--- config.mk ---
export PLATFORM = sky130hd
export DESIGN_NAME = sptw_cordic
export DESIGN_NICKNAME = d
export VERILOG_FILES = /design/src/sv/sptw_pkg.sv /design/src/sv/sptw_cordic.sv
export SDC_FILE = /design/constraint.sdc
export NUM_CORES = 2
export LEC_CHECK = 0
export BUFFER_PORTS_ARGS = -buffer_cell sky130_fd_sc_hd__buf_2
export CAP_MARGIN = 20
export CORE_MARGIN = 3
export CORE_UTILIZATION = 40
export CTS_CLUSTER_SIZE = 40
export DETAILED_ROUTE_END_ITERATION = 8
export PLACE_DENSITY = 0.62
export SETUP_SLACK_MARGIN = 0.3
export SLEW_MARGIN = 20
export SYNTH_ARGS = -nofsm -noshare
export SYNTH_HDL_FRONTEND = slang
export SYNTH_SLANG_ARGS = --single-unit
--- constraint.sdc ---
create_clock -name clk -period 7.6 [get_ports clk]
set_input_delay 0.38 -clock clk [delete_from_list [all_inputs] [get_ports clk]]
set_output_delay 0.38 -clock clk [all_outputs]
set_load 0.02 [all_outputs]
--- src/sv/sptw_pkg.sv ---
// ----------------------------------------------------------------------------
// sptw_pkg: shared types, constants and functions
// Holds the register map, the configuration bundle, the CORDIC state word
// and the arctangent table used by the beam-to-point pipeline.
// ----------------------------------------------------------------------------
`default_nettype none

package sptw_pkg;

	// Number of beams a scan may hold; larger indexes are dropped.
	localparam int MAX_BEAMS = 4096;

	// CORDIC layout: sixteen rotations, two per pipeline stage.
	localparam int ITERS           = 16;
	localparam int ITERS_PER_STAGE = 2;
	localparam int CORDIC_STAGES   = ITERS / ITERS_PER_STAGE;

	// Start vector length: CORDIC gain compensation 0.60725 in Q1.15.
	localparam logic signed [17:0] CORDIC_X0 = 18'sd19898;

	// Register indexes on the configuration port.
	typedef enum logic [2:0] {
		REG_RANGE_FLOOR   = 3'd0,
		REG_RANGE_CEILING = 3'd1,
		REG_START_ANGLE   = 3'd2,
		REG_ANGLE_STEP    = 3'd3,
		REG_POSE_X        = 3'd4,
		REG_POSE_Y        = 3'd5,
		REG_POSE_HEADING  = 3'd6
	} reg_idx_t;

	// Configuration as seen by the datapath.
	typedef struct packed {
		logic        [15:0] range_floor;
		logic        [15:0] range_ceiling;
		logic        [15:0] start_angle;
		logic        [15:0] angle_step;
		logic signed [23:0] pose_x;
		logic signed [23:0] pose_y;
		logic        [15:0] pose_heading;
	} cfg_t;

	// CORDIC vector and residual angle (turn units of 2^-32).
	typedef struct packed {
		logic signed [17:0] x;
		logic signed [17:0] y;
		logic signed [31:0] z;
	} rot_t;

	// Per-beam data that rides along with the rotation.
	typedef struct packed {
		logic [15:0] rng;
		logic [11:0] beam;
		logic        flip;
	} tag_t;

	// Arctangent of 2^-i in turn units of 2^-32.
	function automatic logic signed [31:0] atan_lut(input logic [3:0] i);
		logic signed [31:0] a;
		case (i)
			4'd0:    a = 32'sd536870912;
			4'd1:    a = 32'sd316933406;
			4'd2:    a = 32'sd167458907;
			4'd3:    a = 32'sd85004756;
			4'd4:    a = 32'sd42667331;
			4'd5:    a = 32'sd21354465;
			4'd6:    a = 32'sd10680862;
			4'd7:    a = 32'sd5340757;
			4'd8:    a = 32'sd2670675;
			4'd9:    a = 32'sd1335343;
			4'd10:   a = 32'sd667544;
			4'd11:   a = 32'sd333772;
			4'd12:   a = 32'sd166886;
			4'd13:   a = 32'sd83443;
			4'd14:   a = 32'sd41721;
			default: a = 32'sd20860;
		endcase
		return a;
	endfunction

	// One rotation-mode CORDIC step with shift i.
	function automatic rot_t rot_step(input rot_t r, input logic [3:0] i);
		logic signed [17:0] x;
		logic signed [17:0] y;
		logic signed [31:0] z;
		logic signed [31:0] a;
		rot_t o;
		x = r.x;
		y = r.y;
		z = r.z;
		a = atan_lut(i);
		if (!z[31]) begin
			o.x = x - (y >>> i);
			o.y = y + (x >>> i);
			o.z = z - a;
		end else begin
			o.x = x + (y >>> i);
			o.y = y - (x >>> i);
			o.z = z + a;
		end
		return o;
	endfunction

endpackage

`default_nettype wire

--- src/sv/sptw_cordic.sv ---
// ----------------------------------------------------------------------------
// sptw_cordic: pipelined rotation CORDIC
// Sixteen rotations spread over eight register stages, two per stage.
// ----------------------------------------------------------------------------
`default_nettype none

module sptw_cordic
	import sptw_pkg::*;
(
	input  wire logic clk,
	input  wire logic arst_n,
	input  wire logic adv,
	input  wire logic v_in,
	input  rot_t      rot_in,
	input  tag_t      tag_in,
	output logic      v_out,
	output rot_t      rot_out,
	output tag_t      tag_out
);

	// Entry 0 is the stage input; entry g+1 is the register after stage g.
	logic stage_v_s   [CORDIC_STAGES+1];
	rot_t stage_rot_s [CORDIC_STAGES+1];
	tag_t stage_tag_s [CORDIC_STAGES+1];

	assign stage_v_s[0]   = v_in;
	assign stage_rot_s[0] = rot_in;
	assign stage_tag_s[0] = tag_in;

	for (genvar g = 0; g < CORDIC_STAGES; g++) begin : g_stage
		rot_t nxt;

		// Two dependent rotations in this stage.
		always_comb begin
			nxt = stage_rot_s[g];
			for (int j = 0; j < ITERS_PER_STAGE; j++) begin
				nxt = rot_step(nxt, 4'(ITERS_PER_STAGE * g + j));
			end
		end

		always_ff @(posedge clk or negedge arst_n) begin
			if (!arst_n) begin
				stage_v_s[g+1] <= 1'b0;
			end else if (adv) begin
				stage_v_s[g+1] <= stage_v_s[g];
			end
		end

		always_ff @(posedge clk) begin
			if (adv) begin
				stage_rot_s[g+1] <= nxt;
				stage_tag_s[g+1] <= stage_tag_s[g];
			end
		end
	end

	assign v_out   = stage_v_s[CORDIC_STAGES];
	assign rot_out = stage_rot_s[CORDIC_STAGES];
	assign tag_out = stage_tag_s[CORDIC_STAGES];

endmodule

`default_nettype wire

== Word level (Yosys, flattened, before mapping) ==
Index checks and enable logic that the tools add are counted.
Cells by class
  add/sub/neg operators: 95
  multiplexer cells: 16
Operator list (count)
  two-way mux 68 bit: 16
  adder 18 x 10 -> 18 bit: 2
  adder 18 x 11 -> 18 bit: 2
  adder 18 x 12 -> 18 bit: 2
  adder 18 x 13 -> 18 bit: 2
  adder 18 x 14 -> 18 bit: 2
  adder 18 x 15 -> 18 bit: 2
  adder 18 x 16 -> 18 bit: 2
  adder 18 x 17 -> 18 bit: 2
  adder 18 x 3 -> 18 bit: 2
  adder 18 x 4 -> 18 bit: 2
  adder 18 x 5 -> 18 bit: 2
  adder 18 x 6 -> 18 bit: 2
  adder 18 x 7 -> 18 bit: 2
  adder 18 x 8 -> 18 bit: 2
  adder 18 x 9 -> 18 bit: 2
  subtractor 18 x 10 -> 18 bit: 2
  subtractor 18 x 11 -> 18 bit: 2
  subtractor 18 x 12 -> 18 bit: 2
  subtractor 18 x 13 -> 18 bit: 2
  subtractor 18 x 14 -> 18 bit: 2
  subtractor 18 x 15 -> 18 bit: 2
  subtractor 18 x 16 -> 18 bit: 2
  subtractor 18 x 17 -> 18 bit: 2
  41 further kinds: 49
Storage, ports and cells
  register bits: 784
  input port bits: 101
  output and inout port bits: 98
  logic and storage cells: 167

== Longest topological paths before layout ==
  depth after elaboration: 4
  mapped depth: 32
  depth with buffers taken out: 32

== Worst setup path after synthesis ==
OpenSTA, ideal clock, no wires.
  path kind: register to register
  start point: register stage_rot_s[439] in the netlist's numbering
  end point: register stage_rot_s[406] in the netlist's numbering (data pin)
  library setup time: 265 ps
  data arrival time: 6590 ps
  required time: 7335 ps
  setup slack: 745 ps
  stages on the path, launching flop included: 28
  path buffers: 3
  period minus slack after synthesis: 6855 ps
  cells stage by stage: edfxtp_1 clkbuf_1 clkinv_1 ha_1 and4_1 and4_1 o2111a_1 o211ai_1 and2_1 nor3_1 or2_2 clkbuf_1 clkbuf_1 nand2_1 o21ai_0 inv_1 fa_1 nor2b_1 o21ai_0 a21boi_0 o21ai_0 a21boi_0 o21ai_0 a21boi_0 o21ai_0 a21oi_1 nor4b_1 or3_1
RTL lines
  start, declared: line sptw_cordic.sv:23  | rot_t stage_rot_s [CORDIC_STAGES+1];
  start signal, assigned by index: line sptw_cordic.sv:51  | stage_rot_s[g+1] <= nxt;

==> out/qor.txt <==
Outcome - completed
Cell taking the most area after synthesis - edfxtp_1
Cells after Synth - 8575
Final nets - 9994
Commonest register cell after synthesis - edfxtp_1
Worst Hold Class - in -> reg
1st-pass router iterations - 6
DP HPWL - 148700 um
Seq cells post-synth - 784
CP max stage delay - 490 ps
DRC - 0
IO Port Bufs - 198
Fin crit share - 90.16%
Antenna Nets Post-Route - 0
Cells on worst reg2reg path - 25
Commonest cells in the synthesized netlist - ha_1, edfxtp_1, nor2_1
Crit-path max FO - 6
Crit path max-delay cell type - or4_1
WL per Instance - 16.21 um
Placed Area - 0.08177 mm2
Worst r2r dst - stage_rot_s[184]$_DFFE_PP_
DR vias/cell - 5.472
Unrepaired setup endpoints after global routing - yes
Unique masters post-synth - 104
Total Wirelength - 184500 um
Worst-Margin Slew - 1006 ps
Final global-route overflow total - 0
Launch point of the worst reg-to-reg path - stage_rot_s[251]$_DFFE_PP_
Synth warn - 0
Die Y - 448.0 um
Core Rows - 161
CTS root buf - clkbuf_16
# setup viols final - 0
Critical path class - reg -> reg
F_max - 145.9 MHz
Number of synthesized flops with an enable pin - 776
Final WS setup - 747.5 ps
GP Congestion - 0.8941
Net Count, Synth - 9792
Hold path depth - 3
Worst setup EP type - register
Top cells by area, synth - edfxtp_1, ha_1, xnor2_1, a21oi_1, nor2_1
DR vias - 62270
Pins Over Slew Limit - 0
Crit path top cell by count - o21ai_0
Largest net degree at the start of global routing - 183
CTS Buffer Depth - 3
Number of global-route vias before repair - 60970
Max Cap Violations - 0
Slew headroom - 32.63%
N_diodes - 0
WHS Endpoint - stage_rot_s[482]$_DFFE_PP_
First-pass GRT wire length - 300200 um
Initial Utilization - 40.41%
Seq/Total Area, Yosys - 30.07%
Fin crit period - 6853 ps
Worst endpoint required time - 8090 ps
First DRT Iteration DRCs - 3028
Worst Skew - 67.11 ps
CTS tree - built
Reg clk slew, reported paths - 60 ps
Syn avg cell area - 9.114 um2
Latest clock arrival within the worst-skew pair - 750 ps
CTS buffer count - 92
Die X - 448.0 um
Total track usage - 17.87%
WP data arrival - 7340 ps
Dpl ws - 514.9 ps
Number of H-tree levels - 3
Worst setup SP type - register
Antenna violations before repair - 0
Worst setup path start - stage_rot_s[251]$_DFFE_PP_
Fin. Hold Viols - 0
Most frequent cell after synthesis - ha_1
Hold wc startpoint - rot_in[6]
Die footprint - 0.2007 mm2
I/O pin count - 199
Layout cells sized above 1 - 6.606%
Async set or reset register ratio after synthesis - 1.020%
Core ar. - 0.1934 mm2
Area added between synthesis and finish - 9.274%
Area of the mapped netlist - 0.07815 mm2
Yosys top cell area share - 29.82%
Finished Cell Area - 0.08540 mm2
Setup TNS - 0 ps
R2R setup slack - 750 ps
CTS sink cnt - 784
## metal layers
layer	track usage (%)	share of wire [%]	vias up
li1	-	-	31950
met1	21.03	43	28970
met2	33.13	50	1047
met3	1.976	3.1	308
met4	6.719	3.7	0
met5	0	0	-
## timing repair
action / in CTS / in global routing
hold buffers: 34 / 0
gates resized for setup: 0 / 36
endpoints found under the hold margin: 40 / 0
endpoints found under the setup margin: 0 / 34
buffers inserted: 0 / 5
## cells by family (layout without fill, tap and decap cells)
group,Yosys count,in the layout,share of synthesized area (%)
flops,784,784,30.07
compound gates,2474,2474,20.28
simple gates,2374,2374,15.04
xor+xnor,1010,1010,11.37
mux,57,57,0.7861
buf+inv,760,1040,4.135
fa+ha+maj,1116,1116,18.32
## critical path, delay by kind of cell, from the launching register on
family,cells,cell delay (ps)
and+or+nand+nor,10,2770
AOI/OAI and AO/OA,10,2000
adders and majority gates,4,1320
DFF,1,430
buffers and inverters,1,70
## metrics by stage
step	hold slack [ps]	util, %	cells
finish	112.5	44.16	11380
global route	79.38	44.16	11380
CTS	36.20	44.04	11380
detailed placement	228.7	42.28	11170
global placement	222.3	42.28	11170
floorplan	84.41	-	8575
## how the worst max path moves through the flow
stage	to
after CTS	stage_rot_s[134]$_DFFE_PP_
after global placement	stage_rot_s[135]$_DFFE_PP_
after floorplan	stage_rot_s[406]$_DFFE_PP_
after detailed placement	stage_rot_s[134]$_DFFE_PP_
after global routing	stage_rot_s[134]$_DFFE_PP_
final	stage_rot_s[184]$_DFFE_PP_
## flip-flops by register name (all words and copies together) (netlist names)
register / count
rot_out: 68
stage_rot_s: 476
stage_tag_s: 203
stage_v_s: 7
tag_out: 29
v_out: 1
## final cells by class
cell class              instances  area (um2)
fillers                     18590      108000
multi-input cells            7031       51610
flip-flops and latches        784       23500
well taps                    2526        3161
clock buffers                 101        2336
inverters                     565        2128
repair buffers                303        1941
clock inverters                71       724.4
## cell usage in the layout (no fill, tap or decap), types with 151 or more instances in the layout
cell and instances:
ha_1 1069, edfxtp_1 776, nor2_1 775, a21oi_1 748
xnor2_1 713, inv_1 560, o21ai_0 492, nand2_1 393
xor2_1 290, a21o_1 289, nor3_1 236, buf_2 197
nand3_1 170, nor2b_1 151
Power is left out: the tool's default activity adds up to more than one toggle a clock period on the data nets, which glitch-free logic cannot reach.
