===== src/sv/sptw_pkg.sv =====
// ----------------------------------------------------------------------------
// sptw_pkg: shared types, constants and functions
// Holds the register map, the configuration bundle, the CORDIC state word
// and the arctangent table used by the beam-to-point pipeline.
// ----------------------------------------------------------------------------
`default_nettype none

package sptw_pkg;

	// Number of beams a scan may hold; larger indexes are dropped.
	localparam int MAX_BEAMS = 4096;

	// CORDIC layout: sixteen rotations, two per pipeline stage.
	localparam int ITERS           = 16;
	localparam int ITERS_PER_STAGE = 2;
	localparam int CORDIC_STAGES   = ITERS / ITERS_PER_STAGE;

	// Start vector length: CORDIC gain compensation 0.60725 in Q1.15.
	localparam logic signed [17:0] CORDIC_X0 = 18'sd19898;

	// Register indexes on the configuration port.
	typedef enum logic [2:0] {
		REG_RANGE_FLOOR   = 3'd0,
		REG_RANGE_CEILING = 3'd1,
		REG_START_ANGLE   = 3'd2,
		REG_ANGLE_STEP    = 3'd3,
		REG_POSE_X        = 3'd4,
		REG_POSE_Y        = 3'd5,
		REG_POSE_HEADING  = 3'd6
	} reg_idx_t;

	// Configuration as seen by the datapath.
	typedef struct packed {
		logic        [15:0] range_floor;
		logic        [15:0] range_ceiling;
		logic        [15:0] start_angle;
		logic        [15:0] angle_step;
		logic signed [23:0] pose_x;
		logic signed [23:0] pose_y;
		logic        [15:0] pose_heading;
	} cfg_t;

	// CORDIC vector and residual angle (turn units of 2^-32).
	typedef struct packed {
		logic signed [17:0] x;
		logic signed [17:0] y;
		logic signed [31:0] z;
	} rot_t;

	// Per-beam data that rides along with the rotation.
	typedef struct packed {
		logic [15:0] rng;
		logic [11:0] beam;
		logic        flip;
	} tag_t;

	// Arctangent of 2^-i in turn units of 2^-32.
	function automatic logic signed [31:0] atan_lut(input logic [3:0] i);
		logic signed [31:0] a;
		case (i)
			4'd0:    a = 32'sd536870912;
			4'd1:    a = 32'sd316933406;
			4'd2:    a = 32'sd167458907;
			4'd3:    a = 32'sd85004756;
			4'd4:    a = 32'sd42667331;
			4'd5:    a = 32'sd21354465;
			4'd6:    a = 32'sd10680862;
			4'd7:    a = 32'sd5340757;
			4'd8:    a = 32'sd2670675;
			4'd9:    a = 32'sd1335343;
			4'd10:   a = 32'sd667544;
			4'd11:   a = 32'sd333772;
			4'd12:   a = 32'sd166886;
			4'd13:   a = 32'sd83443;
			4'd14:   a = 32'sd41721;
			default: a = 32'sd20860;
		endcase
		return a;
	endfunction

	// One rotation-mode CORDIC step with shift i.
	function automatic rot_t rot_step(input rot_t r, input logic [3:0] i);
		logic signed [17:0] x;
		logic signed [17:0] y;
		logic signed [31:0] z;
		logic signed [31:0] a;
		rot_t o;
		x = r.x;
		y = r.y;
		z = r.z;
		a = atan_lut(i);
		if (!z[31]) begin
			o.x = x - (y >>> i);
			o.y = y + (x >>> i);
			o.z = z - a;
		end else begin
			o.x = x + (y >>> i);
			o.y = y - (x >>> i);
			o.z = z + a;
		end
		return o;
	endfunction

endpackage

`default_nettype wire


===== src/sv/sptw_cfg_regs.sv =====
// ----------------------------------------------------------------------------
// sptw_cfg_regs: configuration registers
// APB-style register file holding range window, scan angles and robot pose.
// ----------------------------------------------------------------------------
`default_nettype none

module sptw_cfg_regs
	import sptw_pkg::*;
(
	input  wire logic        clk,
	input  wire logic        arst_n,
	input  wire logic        psel,
	input  wire logic        penable,
	input  wire logic        pwrite,
	input  wire logic [4:0]  paddr,
	input  wire logic [31:0] pwdata,
	output logic      [31:0] prdata,
	output logic             pready,
	output cfg_t             cfg
);

	logic     wr_en;
	reg_idx_t idx;

	// The port never inserts wait states.
	assign pready = 1'b1;
	assign wr_en  = psel && penable && pwrite;
	assign idx    = reg_idx_t'(paddr[4:2]);

	// Register writes in the access cycle.
	always_ff @(posedge clk or negedge arst_n) begin
		if (!arst_n) begin
			cfg.range_floor   <= 16'd0;
			cfg.range_ceiling <= 16'hFFFF;
			cfg.start_angle   <= 16'd0;
			cfg.angle_step    <= 16'd0;
			cfg.pose_x        <= 24'sd0;
			cfg.pose_y        <= 24'sd0;
			cfg.pose_heading  <= 16'd0;
		end else if (wr_en) begin
			case (idx)
				REG_RANGE_FLOOR:   cfg.range_floor   <= pwdata[15:0];
				REG_RANGE_CEILING: cfg.range_ceiling <= pwdata[15:0];
				REG_START_ANGLE:   cfg.start_angle   <= pwdata[15:0];
				REG_ANGLE_STEP:    cfg.angle_step    <= pwdata[15:0];
				REG_POSE_X:        cfg.pose_x        <= pwdata[23:0];
				REG_POSE_Y:        cfg.pose_y        <= pwdata[23:0];
				REG_POSE_HEADING:  cfg.pose_heading  <= pwdata[15:0];
				default: ;
			endcase
		end
	end

	// Read-back mux; unused addresses read as zero.
	always_comb begin
		case (idx)
			REG_RANGE_FLOOR:   prdata = {16'd0, cfg.range_floor};
			REG_RANGE_CEILING: prdata = {16'd0, cfg.range_ceiling};
			REG_START_ANGLE:   prdata = {16'd0, cfg.start_angle};
			REG_ANGLE_STEP:    prdata = {16'd0, cfg.angle_step};
			REG_POSE_X:        prdata = {8'd0, cfg.pose_x};
			REG_POSE_Y:        prdata = {8'd0, cfg.pose_y};
			REG_POSE_HEADING:  prdata = {16'd0, cfg.pose_heading};
			default:           prdata = 32'd0;
		endcase
	end

endmodule

`default_nettype wire


===== config.mk =====
export PLATFORM = sky130hd
export DESIGN_NAME = sptw_cfg_regs
export DESIGN_NICKNAME = d
export VERILOG_FILES = /design/src/sv/sptw_pkg.sv /design/src/sv/sptw_cfg_regs.sv
export SDC_FILE = /design/constraint.sdc
export NUM_CORES = 1
export LEC_CHECK = 0
export ABC_AREA = 1
export BUFFER_PORTS_ARGS = -buffer_cell sky130_fd_sc_hd__buf_2
export CORE_MARGIN = 1
export CORE_UTILIZATION = 50
export CTS_BUF_LIST = sky130_fd_sc_hd__clkbuf_4 sky130_fd_sc_hd__clkbuf_8
export DETAILED_ROUTE_END_ITERATION = 16
export PLACE_DENSITY = 0.76
export SYNTH_ARGS = -nofsm -noshare
export SYNTH_HDL_FRONTEND = slang
export SYNTH_SLANG_ARGS = --single-unit

===== constraint.sdc =====
create_clock -name clk -period 1.45 [get_ports clk]
set_clock_uncertainty 0.2 [all_clocks]
set_input_delay 0 -clock clk [delete_from_list [all_inputs] [get_ports clk]]
set_output_delay 0 -clock clk [all_outputs]
set_load 0.01 [all_outputs]

* Word level (Yosys, flattened, before mapping)
Cells that the tools add are included.
Cells by class: eq/ne operators 6, mux-type cells 1, reductions and logical operators 10
Operators with widths (count):
- case mux 24 bit (7 select lines) | 1
- AND reduction 2 bit | 7
- equality test 3 bit (second input constant) | 3
- equality test 3 x 2 -> 1 bit (second input constant) | 2
- equality test 3 x 1 -> 1 bit (second input constant) | 1
- logical NOT 3 bit | 1
- logical AND 1 bit | 2
Word-level totals: register bits after elaboration 128, input port bits 42, output and inout bits 161, word-level logic and storage cells 24

* Depth between registers and ports, before layout
Gate-level depths: netlist of the first run.
word-level depth 3, gate-level depth with buffers 8, gate-level depth less buffers 5

* Least setup slack after synthesis of the first run
OpenSTA, ideal clock, no wires.
path kind input to register, start input port paddr[4], end register cfg[69] (netlist bit), setup time 0.123 ns, data arrival time 0.780 ns, data required time 1.127 ns, path slack 0.347 ns, cell stages on the path 6, path buffers 2, cells stage by stage buf_4 > inv_4 > nand3_4 > clkbuf_1 > o21ai_0 > nand2_1
On the way: cells in the longest elaborated chain, start to end 2
RTL lines:
- from (decl) | RTL line sptw_cfg_regs.sv:15 | input wire logic [4:0] paddr,
- equality test 3 x 2 -> 1 bit | RTL line sptw_cfg_regs.sv:41 | case (idx)
- AND reduction 2 bit (no line)
- to (decl) | RTL line sptw_cfg_regs.sv:19 | output cfg_t cfg
Every way passes these cells. A chain may end at the register's enable or synchronous reset.

* Worst setup path after layout of the first run
start register cfg[103] (netlist bit), end output port prdata[7]
On the way: cells in the longest elaborated chain, start to end 1
RTL lines:
- case mux 24 bit (7 select lines) | RTL line sptw_cfg_regs.sv:56 | case (idx)
- to (decl) | RTL line sptw_cfg_regs.sv:17 | output logic [31:0] prdata,
Every way passes these cells.

==> results, run 1 <==
- TritonCTS created 17 clock buffers.
- The register with the most flip-flops is cfg.
- The count of pins over their slew limit is 0.
- The total setup violations reported at the end of the flow is 17.
- The number of DRC markers in iteration 0 is 762.
- Total power for the finished layout comes to 11600 µW.
- The worst-case setup margin in the final layout is -0.198 ns.
- The endpoint required time on the critical path is 1.25 ns.
- The register with the most flip-flops in the layout has 128 of them.
- The remaining global-route overflow is 0.
- The internal portion of total power is 7710 µW.
- In the final layout, the registers with the most flip-flops are cfg (128).
- The warning count from the yosys run is 0.
- The part of the total power dissipated in the clock network is 0.278.
- The CTS tree is done.
- The root buffer cell chosen for the clock tree is sky130_fd_sc_hd__clkbuf_8.
- The slew at the pin with the worst max-slew slack is 0.694 ns.
- No sink is reached through more buffers than the 2 on the longest clock path.
- The part of the total power dissipated in sequential elements is 0.419.
- The final period demand of the worst path is 1.65 ns.
- The worst hold slack after final layout is -0.0259 ns.
- The share of total power dissipated in combinational logic is 0.303.
- The post-placement cell count is 1153.
- Of all nets on the critical path, the largest fanout is 2.
- The number of optimization iterations in the first detailed-route pass is 7.
- The clock tree synthesis step divided the H-tree into 4 levels.
- The highest clock frequency the design can meet is 607 MHz.
- The power per cell area is 1260 nW/µm².
- The analysis attributes to net switching a power of 3930 µW.
- The number of cells on the worst reg-to-reg path is 2.
- The chip width is 117 µm.
- The clock insertion delay at the later pin of the skew report is 0.46 ns.
- 203 I/O pins were placed.
- Of the total power, the share spent switching nets is 0.338.
- The final critical-path share of the clock period is 1.14.
- The number of distinct standard cells referenced by the synthesized netlist is 25.
- After detailed routing, the number of vias per cell comes to 5.58.
- The min-delay analysis places its worst path in the category in2reg.
- The core region is 12700 µm².
- The relative slew slack is 0.537.
- The via count of the first global-routing pass came to 6462.
- STA classifies the critical path startpoint as a flip-flop.
- The routed layout has 7155 vias.
- In the final routed layout, each cell accounts on average for 18.8 µm.
- The checks that failed: negative hold slack, negative setup slack.
- The post-synthesis instance area is 6560 µm².
- The final cell count without fillers is 1282.
- The share of the Yosys chip area taken by registers is 0.491.
- The pin count of the biggest net entering global routing is 33.
- The peak ir drop on the vdd network is 0.000802 V.
- The proportion of layout cells with a drive suffix above 1 is 0.349.
- The placed wire-length estimate is 15700 µm.
- The repair_antennas step left the layout with diodes totalling 0.
- The first global-routing pass estimated 35600 µm of wire.
- The worst hold path was traced through 4 stages.
- The die covers 13600 µm².
- The final weighted congestion of routability-driven global placement is 0.917.
- The run finished, with violations left.
- Data on the critical path arrives at its endpoint at 1.45 ns.
- For this design, the sink count on the clock tree is 128.
- The initial antenna violation count is 0.
- Summed over all layers, the routed wires come to 24100 µm.
- The die extent in y is 117 µm.
- Across the run, the number of max-cap violations was 0.
- The layout overhead on the synthesized area is 40.9%.
- The type of the worst setup path is reg2out.
- The net total in the final layout is 1139.
- The starting density of the core is 0.516.
- After synthesis the netlist holds a flip-flop and latch count of 128.
- After clock tree synthesis, the clock-pin slew on the worst setup and hold paths is 0.08 ns.
- Dividing the synthesized area by the synthesized cell count gives 8.01 µm².
- Adding up every negative setup slack in the final design gives -2.59 ns.
- The number of endpoints with negative hold slack in the final report is 1.
- In the routed design, unresolved DRC markers number 0.
- The leakage power of the design is 0.00505 µW.
- Port buffering added 183 buffers.
- The overall routing resource usage is 0.360.
- The number of standard-cell rows in the floorplan is 41.
- Synthesis produced 819 cells.
- The endpoint class of the critical path is an output port.
- Once detail routing completed, the nets flagged for antenna violations numbered 0.
- Setup repair after global routing could not meet its margin everywhere.
==> cells by family (layout without fill, tap and decap cells) <==
group,Yosys count,after routing,share of synthesized area
AOI/OAI and AO/OA,136,136,0.105
buffers and inverters,105,388,0.0871
DFF,128,128,0.491
other,2,9,0.00114
and+or+nand+nor,448,449,0.315
==> critical path, cell delays in order, from the launching register on <==
cell and delay [ns]:
sky130_fd_sc_hd__dfstp_2 0.55, sky130_fd_sc_hd__nand4_1 0.07, sky130_fd_sc_hd__nand2_1 0.07, sky130_fd_sc_hd__nor2_1 0.04
sky130_fd_sc_hd__nand2_1 0.10, sky130_fd_sc_hd__buf_2 0.14
==> synth_stat cells, drive strengths merged <==
| cell | n | area [µm²] |
|---|---|---|
| conb | 2 | 7.51 |
| buf | 53 | 372 |
| inv | 35 | 136 |
| nor2 | 56 | 314 |
| nand3 | 38 | 258 |
| nand2 | 290 | 1100 |
| clkbuf | 17 | 63.8 |
| dfstp | 16 | 420 |
| nand4 | 64 | 400 |
| o22ai | 8 | 50.1 |
| o21ai | 128 | 641 |
| dfrtp | 112 | 2800 |
==> placed cells by master, fill, tap and decap left out, drive strengths merged <==
| master | instances |
|---|---|
| buf | 278 |
| nand2 | 290 |
| nand4 | 64 |
| inv | 35 |
| nand3 | 38 |
| clkbuf | 27 |
| dlymetal6s4s | 4 |
| conb | 9 |
| clkinv | 4 |
| dfrtp | 112 |
| nor2 | 57 |
| o21ai | 128 |
| o22ai | 8 |
| bufinv | 2 |
| dlygate4sd3 | 38 |
| dfstp | 16 |
==> power by group through the flow <==
stage          sequential, µW  clock, µW  combinational (µW)
2_1_floorplan            5190          0                1030
3_3_place_gp             4990          0                2670
3_5_place_dp             4980          0                2740
4_1_cts                  4850       3240                3300
5_1_grt                  4940       3420                3850
6_report                 4880       3230                3530
==> stage by stage <==
| stage | util | setup slack [ns] | instance area (µm²) | hold WS [ns] |
|---|---|---|---|---|
| after floorplan | - | 0.347 | 6590 | -0.496 |
| after global placement | 0.613 | 0.0434 | 7800 | -0.203 |
| after detailed placement | 0.613 | 0.0100 | 7800 | -0.204 |
| after CTS | 0.710 | -0.180 | 9030 | 0.00247 |
| after global routing | 0.727 | -0.250 | 9250 | 0.0204 |
| final | 0.727 | -0.198 | 9250 | -0.0259 |
==> final timing paths <==
kind / from / slack, ns / end
min in group asynchronous: arst_n / 0.08 / cfg[103]
max: cfg[103] / -0.20 / prdata[7]
max in group asynchronous: arst_n / 0.21 / cfg[37]
max reg2reg: cfg[98] / 0.38 / cfg[98]
min: penable / -0.03 / cfg[53]
min reg2reg: cfg[104] / 0.30 / cfg[104]
==> routing by layer <==
layer | up-vias | GRT usage | part of all wire
met3 | 67 | 0.0986 | 0.11
met2 | 462 | 0.559 | 0.47
li1 | 3261 | - | -
met1 | 3365 | 0.478 | 0.38
met4 | 0 | 0.149 | 0.033
met5 | - | 0 | 0
==> area by class of cell <==
type	instances	area, µm²
fillers	1018	3470
flip-flops and latches	128	3220
multi-input cells	594	2930
repair buffers	321	2320
clock buffers	26	333
well taps	172	215
inverters	35	141
clock inverters	6	80.1
==> timing repair <==
| item | CTS | global route |
|---|---|---|
| hold buffers | 43 | 1 |
| setup buffers | 45 | 10 |
| pin swaps | 67 | 22 |
| cloned | 0 | 1 |
| gates resized for setup | 26 | 39 |
| hold endpoints to repair | 256 | 1 |
| setup endpoints to repair | 16 | 82 |
(Power assumes the default switching activity.)
==> run 2, diff against run 1 <==
SKIP_LAST_GASP = 1   (was not set)
SLEW_MARGIN = 20   (was not set)
==> results, run 2 (synthesis results as in run 1) <==
- The startpoint kind of the worst setup timing path is a flip-flop (unchanged).
- The number of standard-cell rows in the floorplan is 41 (unchanged).
- The maximum clock path buffer count was 2 (unchanged).
- The number of optimization iterations in the first detailed-route pass is 6 (was 7).
- The final weighted congestion of routability-driven global placement came to 0.917 (unchanged).
- The cell at the slowest stage of the critical path is sky130_fd_sc_hd__dfstp_2 (unchanged).
- The cell at the root of the clock tree is sky130_fd_sc_hd__clkbuf_8 (unchanged).
- The placed wire-length estimate is 15700 µm (unchanged).
- The endpoint class of the critical path is an output port (unchanged).
- The number of endpoints with negative hold slack in the final report is 2 (was 1).
- The critical path's most frequent cell is sky130_fd_sc_hd__nor2_1 (was sky130_fd_sc_hd__nand2_1).
- The total setup violations reported at the end of the flow is 17 (unchanged).
- CP cell instances: inv_1, nor2_1, nor2_1, nand2_1, buf_2 (was nand4_1, nand2_1, nor2_1, nand2_1, buf_2).
- The worst endpoint data arrival time is 1.45 ns (about the same).
- The count of pins over their slew limit is 0 (unchanged).
- The relative slew slack came to 0.538 (was 0.537).
- The number of max-cap violations is 0 (unchanged).
- The number of routed nets with antenna violations is 0 (unchanged).
- The routed wire length is 24100 µm (about the same).
- The proportion of layout cells with a drive suffix above 1 is 0.344 (was 0.349).
- The power per cell area is 1260 nW/µm² (about the same).
- The total of fill cells in the finished design came to 1034 (was 1018).
- The capture point of the worst path is prdata[13] (was prdata[7]).
- The overall via count from detail_route is 7206 (was 7155).
- The die extent in y is 117 µm (unchanged).
- The number of cells on the worst reg-to-reg path was 4 (was 2).
- The worst hold slack after final layout is -0.0281 ns (was -0.0259 ns).
- The starting density of the core is 0.516 (unchanged).
- The floorplan die area came to 13600 µm² (unchanged).
- The commonest non-fill, non-tap cell in the layout is sky130_fd_sc_hd__nand2_1 (unchanged).
- The final period demand of the worst path was 1.65 ns (about the same).
- Largest registers in the final layout: cfg (128) (unchanged).
- The chip width is 117 µm (unchanged).
- The number of buffers created by CTS is 17 (unchanged).
- Violations in the final reports: negative hold slack, negative setup slack (unchanged).
- The flip-flop count of the largest register after layout is 128 (unchanged).
- The clock insertion delay at the later pin of the skew report is 0.46 ns (about the same).
- The number of port buffers came to 183 (unchanged).
- The type of the worst setup path is reg2out (unchanged).
- The number of buffers and inverters on the critical path was 2 (was 1).
- The layout overhead on the synthesized area is 40.2% (was 40.9%).
- The via count of the first global-routing pass was 6459 (was 6462).
- Highest-count cells in the layout ignoring fill and taps: sky130_fd_sc_hd__nand2_1, sky130_fd_sc_hd__buf_2, sky130_fd_sc_hd__o21ai_0 (unchanged).
- The clock transition at the register clock pins on the worst setup and hold paths after CTS was 0.07 ns (was 0.08 ns).
- The slew at the pin with the worst max-slew slack is 0.692 ns (was 0.694 ns).
- The timing startpoint of the critical path is cfg[109] (was cfg[103]).
- The placeable core area is 12700 µm² (unchanged).
- The worst-case setup margin in the final layout was -0.199 ns (was -0.198 ns).
- The net total in the final layout came to 1139 (unchanged).
- The number of diodes added for antenna fixing was 0 (unchanged).
- The depth of the critical timing path with buffers and inverters included is 5 (unchanged).
- The highest clock frequency the design can meet came to 606 MHz (was 607 MHz).
- The number of remaining DRC errors is 0 (unchanged).
- The mean routed wirelength per cell is 18.8 µm (about the same).
- The final critical-path share of the clock period is 1.14 (about the same).
- The endpoint required time on the critical path is 1.25 ns (about the same).
- The initial antenna violation count is 0 (unchanged).
- The pin count of the biggest net entering global routing came to 33 (unchanged).
- The largest stage delay on the critical path is 0.53 ns (was 0.55 ns).
- The post-placement cell count came to 1153 (unchanged).
- The remaining global-route overflow is 0 (unchanged).
- The wire length of the first global-routing pass was 35500 µm (was 35600 µm).
- The count of clock tree sinks came to 128 (unchanged).
- The minimum setup slack among reg-to-reg paths is 0.37 ns (was 0.38 ns).
- The CTS tree is done (unchanged).
- The top fanout value on the critical path is 2 (unchanged).
- The overall routing resource usage came to 0.360 (about the same).
- Result of the run: finished, violations left (unchanged).
- Setup repair after global routing missed its margin: true (unchanged).
- The deepest level of the CTS H-tree is 4 (unchanged).
- The endpoint of the most critical register-to-register path is cfg[49] (was cfg[98]).
- The register with the most flip-flops is cfg (unchanged).
- The number of ports placed on the die boundary is 203 (unchanged).
- The post-placement worst setup slack was 0.0100 ns (unchanged).
- The peak ir drop on the vdd network is 0.000800 V (was 0.000802 V).
- The family with the most delay on the worst path is flip-flops (unchanged).
- The classification of the worst-slack hold path is in2reg (unchanged).
- The post-detailed-route via-to-cell ratio is 5.62 (was 5.58).
- The leakage power of the design was 0.00505 µW (about the same).
- The final cell count without fillers was 1282 (unchanged).
- The launch point of the worst reg-to-reg path is cfg[49] (was cfg[98]).
- The number of DRC markers in iteration 0 is 823 (was 762).
-- run 2: cell counts in the layout (fill, tap and decap cells not counted) --
Identical to the previous run, type by type.
-- run 2: cell type report --
type | instances | area, µm² | area share
Clock buffer | 26 | 333 | 0.0362
Multi-Input combinational cell | 594 | 2900 | 0.316
Timing Repair Buffer | 321 | 2310 | 0.251
Clock inverter | 6 | 80.1 | 0.00870
Sequential cell | 128 | 3220 | 0.350
Inverter | 35 | 141 | 0.0154
Tap cell | 172 | 215 | 0.0234
-- run 2: through the flow --
step | hold WS, ns | utilization | setup TNS [ns] | cell area (µm²) | power [µW]
after floorplan | -0.496 | - | 0 | 6590 | 6220
after global placement | -0.203 | 0.613 | 0 | 7800 | 7660
after detailed placement | -0.204 | 0.613 | 0 | 7800 | 7720
after CTS | 0.00247 | 0.710 | -5.86 | 9030 | 11400
after global routing | 0.0195 | 0.723 | -3.67 | 9200 | 12200
final | -0.0281 | 0.723 | -2.68 | 9200 | 11600
-- run 2: timing repair --
item                                    in CTS  in global routing
pin swaps                                   66                 18
endpoints found under the hold margin      256                  1
setup buffers                               45                 10
cloned                                       0                  1
endpoints found under the setup margin      16                 83
hold buffers                                43                  1
resized for setup                           24                 30
-- run 2: how the worst min path moves through the flow --
stage / start / slack (ns) / depth (start not counted) / endpoint
after floorplan: arst_n / -0.50 / 0 / cfg[0]
after global placement: arst_n / -0.20 / 1 / cfg[87]
after detailed placement: arst_n / -0.20 / 1 / cfg[17]
after CTS: penable / 0.002 / 6 / cfg[103]
after global routing: penable / 0.02 / 4 / cfg[53]
final: penable / -0.03 / 4 / cfg[53]
-- run 2: metal layers --
metal  vias to the layer above  global-route usage  part of all wire
li1                       3262                   -                 -
met2                       474               0.559              0.47
met1                      3398               0.477              0.39
met3                        72              0.0986              0.11
met4                         0               0.149             0.037
met5                         -                   0                 0
-- run 2: worst min-delay path: cells and delay by family --
family	cells	cell delay (ns)
AOI/OAI and AO/OA	1	0.17
buffers and inverters	1	0.11
and+or+nand+nor	2	0.31
-- run 2: where the power goes --
part           switching [µW]  leakage, µW  internal, µW  total (µW)
registers                 522      0.00159          4360        4880
clock network            1420     0.000220          1820        3240
logic                    1980      0.00324          1520        3500
total                    3920      0.00505          7700       11600
==> run 3, diff against run 2 <==
SETUP_SLACK_MARGIN = 0.15   (was not set)
==> results, run 3 (synthesis results as in run 1) <==
- Result of the run: finished, violations left (unchanged).
- Violations in the final reports: negative hold slack, negative setup slack (unchanged).
- The worst hold slack after final layout is -0.136 ns (was -0.0281 ns).
- Highest-count cells in the layout ignoring fill and taps: sky130_fd_sc_hd__nand2_1, sky130_fd_sc_hd__buf_2, sky130_fd_sc_hd__o21ai_0 (unchanged).
- The number of port buffers was 183 (unchanged).
- The layout overhead on the synthesized area is 44.9% (was 40.2%).
- The final period demand of the worst path is 1.69 ns (was 1.65 ns).
- The top fanout value on the critical path is 2 (unchanged).
- The routed wire length is 24100 µm (about the same).
- The number of remaining DRC errors was 0 (unchanged).
- The worst-case setup margin in the final layout was -0.238 ns (was -0.199 ns).
- The number of optimization iterations in the first detailed-route pass came to 6 (unchanged).
- The number of standard-cell rows in the floorplan is 41 (unchanged).
- The floorplan die area is 13600 µm² (unchanged).
- The power per cell area was 1280 nW/µm² (was 1260 nW/µm²).
- The mean routed wirelength per cell was 18.8 µm (about the same).
- The peak ir drop on the vdd network is 0.000823 V (was 0.000800 V).
- The endpoint required time on the critical path is 1.25 ns (about the same).
- The number of diodes added for antenna fixing is 0 (unchanged).
- The placeable core area came to 12700 µm² (unchanged).
- The number of DRC markers in iteration 0 is 869 (was 823).
- The pin count of the biggest net entering global routing is 34 (was 33).
- The final cell count without fillers is 1281 (was 1282).
- The classification of the worst-slack hold path is in2async (was in2reg).
- The commonest non-fill, non-tap cell in the layout was sky130_fd_sc_hd__nand2_1 (unchanged).
- The number of buffers created by CTS came to 17 (unchanged).
- The worst endpoint data arrival time is 1.49 ns (was 1.45 ns).
- The type of the worst setup path is reg2out (unchanged).
- The total power of the final layout is 12200 µW (was 11600 µW).
- The number of ports placed on the die boundary is 203 (unchanged).
- The proportion of layout cells with a drive suffix above 1 is 0.364 (was 0.344).
- The total setup violations reported at the end of the flow is 41 (was 17).
- The deepest level of the CTS H-tree came to 4 (unchanged).
- The leakage power of the design is 0.00514 µW (was 0.00505 µW).
- The final critical-path share of the clock period was 1.16 (was 1.14).
- The number of endpoints with negative hold slack in the final report came to 40 (was 2).
- The count of clock tree sinks came to 128 (unchanged).
- The clock transition at the register clock pins on the worst setup and hold paths after CTS is 0.07 ns (about the same).
- Largest registers in the final layout: cfg (128) (unchanged).
- The final weighted congestion of routability-driven global placement came to 0.917 (unchanged).
- The summed negative setup slack over all endpoints is -4.23 ns (was -2.68 ns).
- The number of routed nets with antenna violations came to 0 (unchanged).
- The starting density of the core is 0.516 (unchanged).
- The register with the most flip-flops is cfg (unchanged).
- The chip width was 117 µm (unchanged).
- The wire length of the first global-routing pass is 35300 µm (was 35500 µm).
- The net total in the final layout is 1138 (was 1139).
- The post-placement worst setup slack was 0.0100 ns (unchanged).
- The post-detailed-route via-to-cell ratio came to 5.58 (was 5.62).
- The number of max-cap violations came to 0 (unchanged).
- The flip-flop count of the largest register after layout was 128 (unchanged).
- The relative slew slack is 0.651 (was 0.538).
- The maximum clock path buffer count is 2 (unchanged).
- The cell at the root of the clock tree was sky130_fd_sc_hd__clkbuf_8 (unchanged).
- The startpoint kind of the worst setup timing path is a flip-flop (unchanged).
- The via count of the first global-routing pass is 6360 (was 6459).
- The initial antenna violation count is 0 (unchanged).
- The endpoint class of the critical path is an output port (unchanged).
- The remaining global-route overflow is 0 (unchanged).
- The overall via count from detail_route is 7152 (was 7206).
- The die extent in y was 117 µm (unchanged).
- The placed wire-length estimate was 15700 µm (unchanged).
- The clock insertion delay at the later pin of the skew report is 0.45 ns (was 0.46 ns).
- The CTS tree is done (unchanged).
- The overall routing resource usage is 0.356 (was 0.360).
- The highest clock frequency the design can meet was 592 MHz (was 606 MHz).
- The post-placement cell count is 1153 (unchanged).
- The count of pins over their slew limit is 0 (unchanged).
- The slew at the pin with the worst max-slew slack was 0.523 ns (was 0.692 ns).
- Setup repair after global routing missed its margin: true (unchanged).
==> run 3: changes by cell type in the layout (fill, tap and decap cells not counted), moves of 2 or more <==
cell,delta
sky130_fd_sc_hd__buf_6,+73
sky130_fd_sc_hd__buf_2,-33
sky130_fd_sc_hd__buf_4,-25
sky130_fd_sc_hd__dlygate4sd3_1,-12
sky130_fd_sc_hd__inv_1,-6
sky130_fd_sc_hd__inv_2,+6
sky130_fd_sc_hd__dlymetal6s4s_1,-3
sky130_fd_sc_hd__nor2_1,-2
==> run 3: metrics by stage <==
step / utilization / instance area (µm²)
floorplan: - / 6590
global placement: 0.613 / 7800
detailed placement: 0.613 / 7800
CTS: 0.708 / 9010
global route: 0.748 / 9510
finish: 0.748 / 9510
==> run 3: layout make-up <==
cell class                      count  area (µm²)
Multi-Input combinational cell    593        2900
Clock buffer                       26         333
Tap cell                          172         215
Fill cell                         979        3210
Clock inverter                      6        80.1
Inverter                           35         139
Timing Repair Buffer              321        2620
Sequential cell                   128        3220
==> run 3: where the power goes <==
group	leakage [µW]	internal (µW)	switching, µW
Combinational	0.00333	1970	2060
Sequential	0.00159	4360	582
Clock	0.000220	1820	1400
Total	0.00514	8150	4050
==> run 3: final timing paths <==
kind	startpoint	to	slack, ns	depth (start not counted)
min	arst_n	cfg[4]	-0.14	2
min in group clk	penable	cfg[103]	-0.05	4
max in group asynchronous	arst_n	cfg[119]	0.64	3
max	cfg[13]	prdata[13]	-0.24	5
max reg2reg	cfg[103]	cfg[103]	0.31	4
min reg2reg	cfg[104]	cfg[104]	0.31	2
==> run 3: worst max-delay path: stages, from the launching register on <==
cell and delay, ns:
sky130_fd_sc_hd__dfrtp_1 0.41, sky130_fd_sc_hd__nand4_1 0.10, sky130_fd_sc_hd__nand2_1 0.09, sky130_fd_sc_hd__nor2_1 0.14
sky130_fd_sc_hd__nand2_1 0.12, sky130_fd_sc_hd__buf_2 0.16
==> run 3: what timing repair did <==
item                       in CTS  in global routing
hold endpoints to repair      256                 15
hold buffers                   26                  1
buffers inserted               49                 21
setup endpoints to repair      40                102
resized for setup              52                 82
pin swaps                      74                 17
==> run 3: per-layer routing <==
layer	routed length, µm	GRT usage	vias up
li1	-	-	3256
met1	9660	0.477	3397
met2	11400	0.555	435
met3	2270	0.0887	64
met4	759	0.145	0
met5	0	0	-
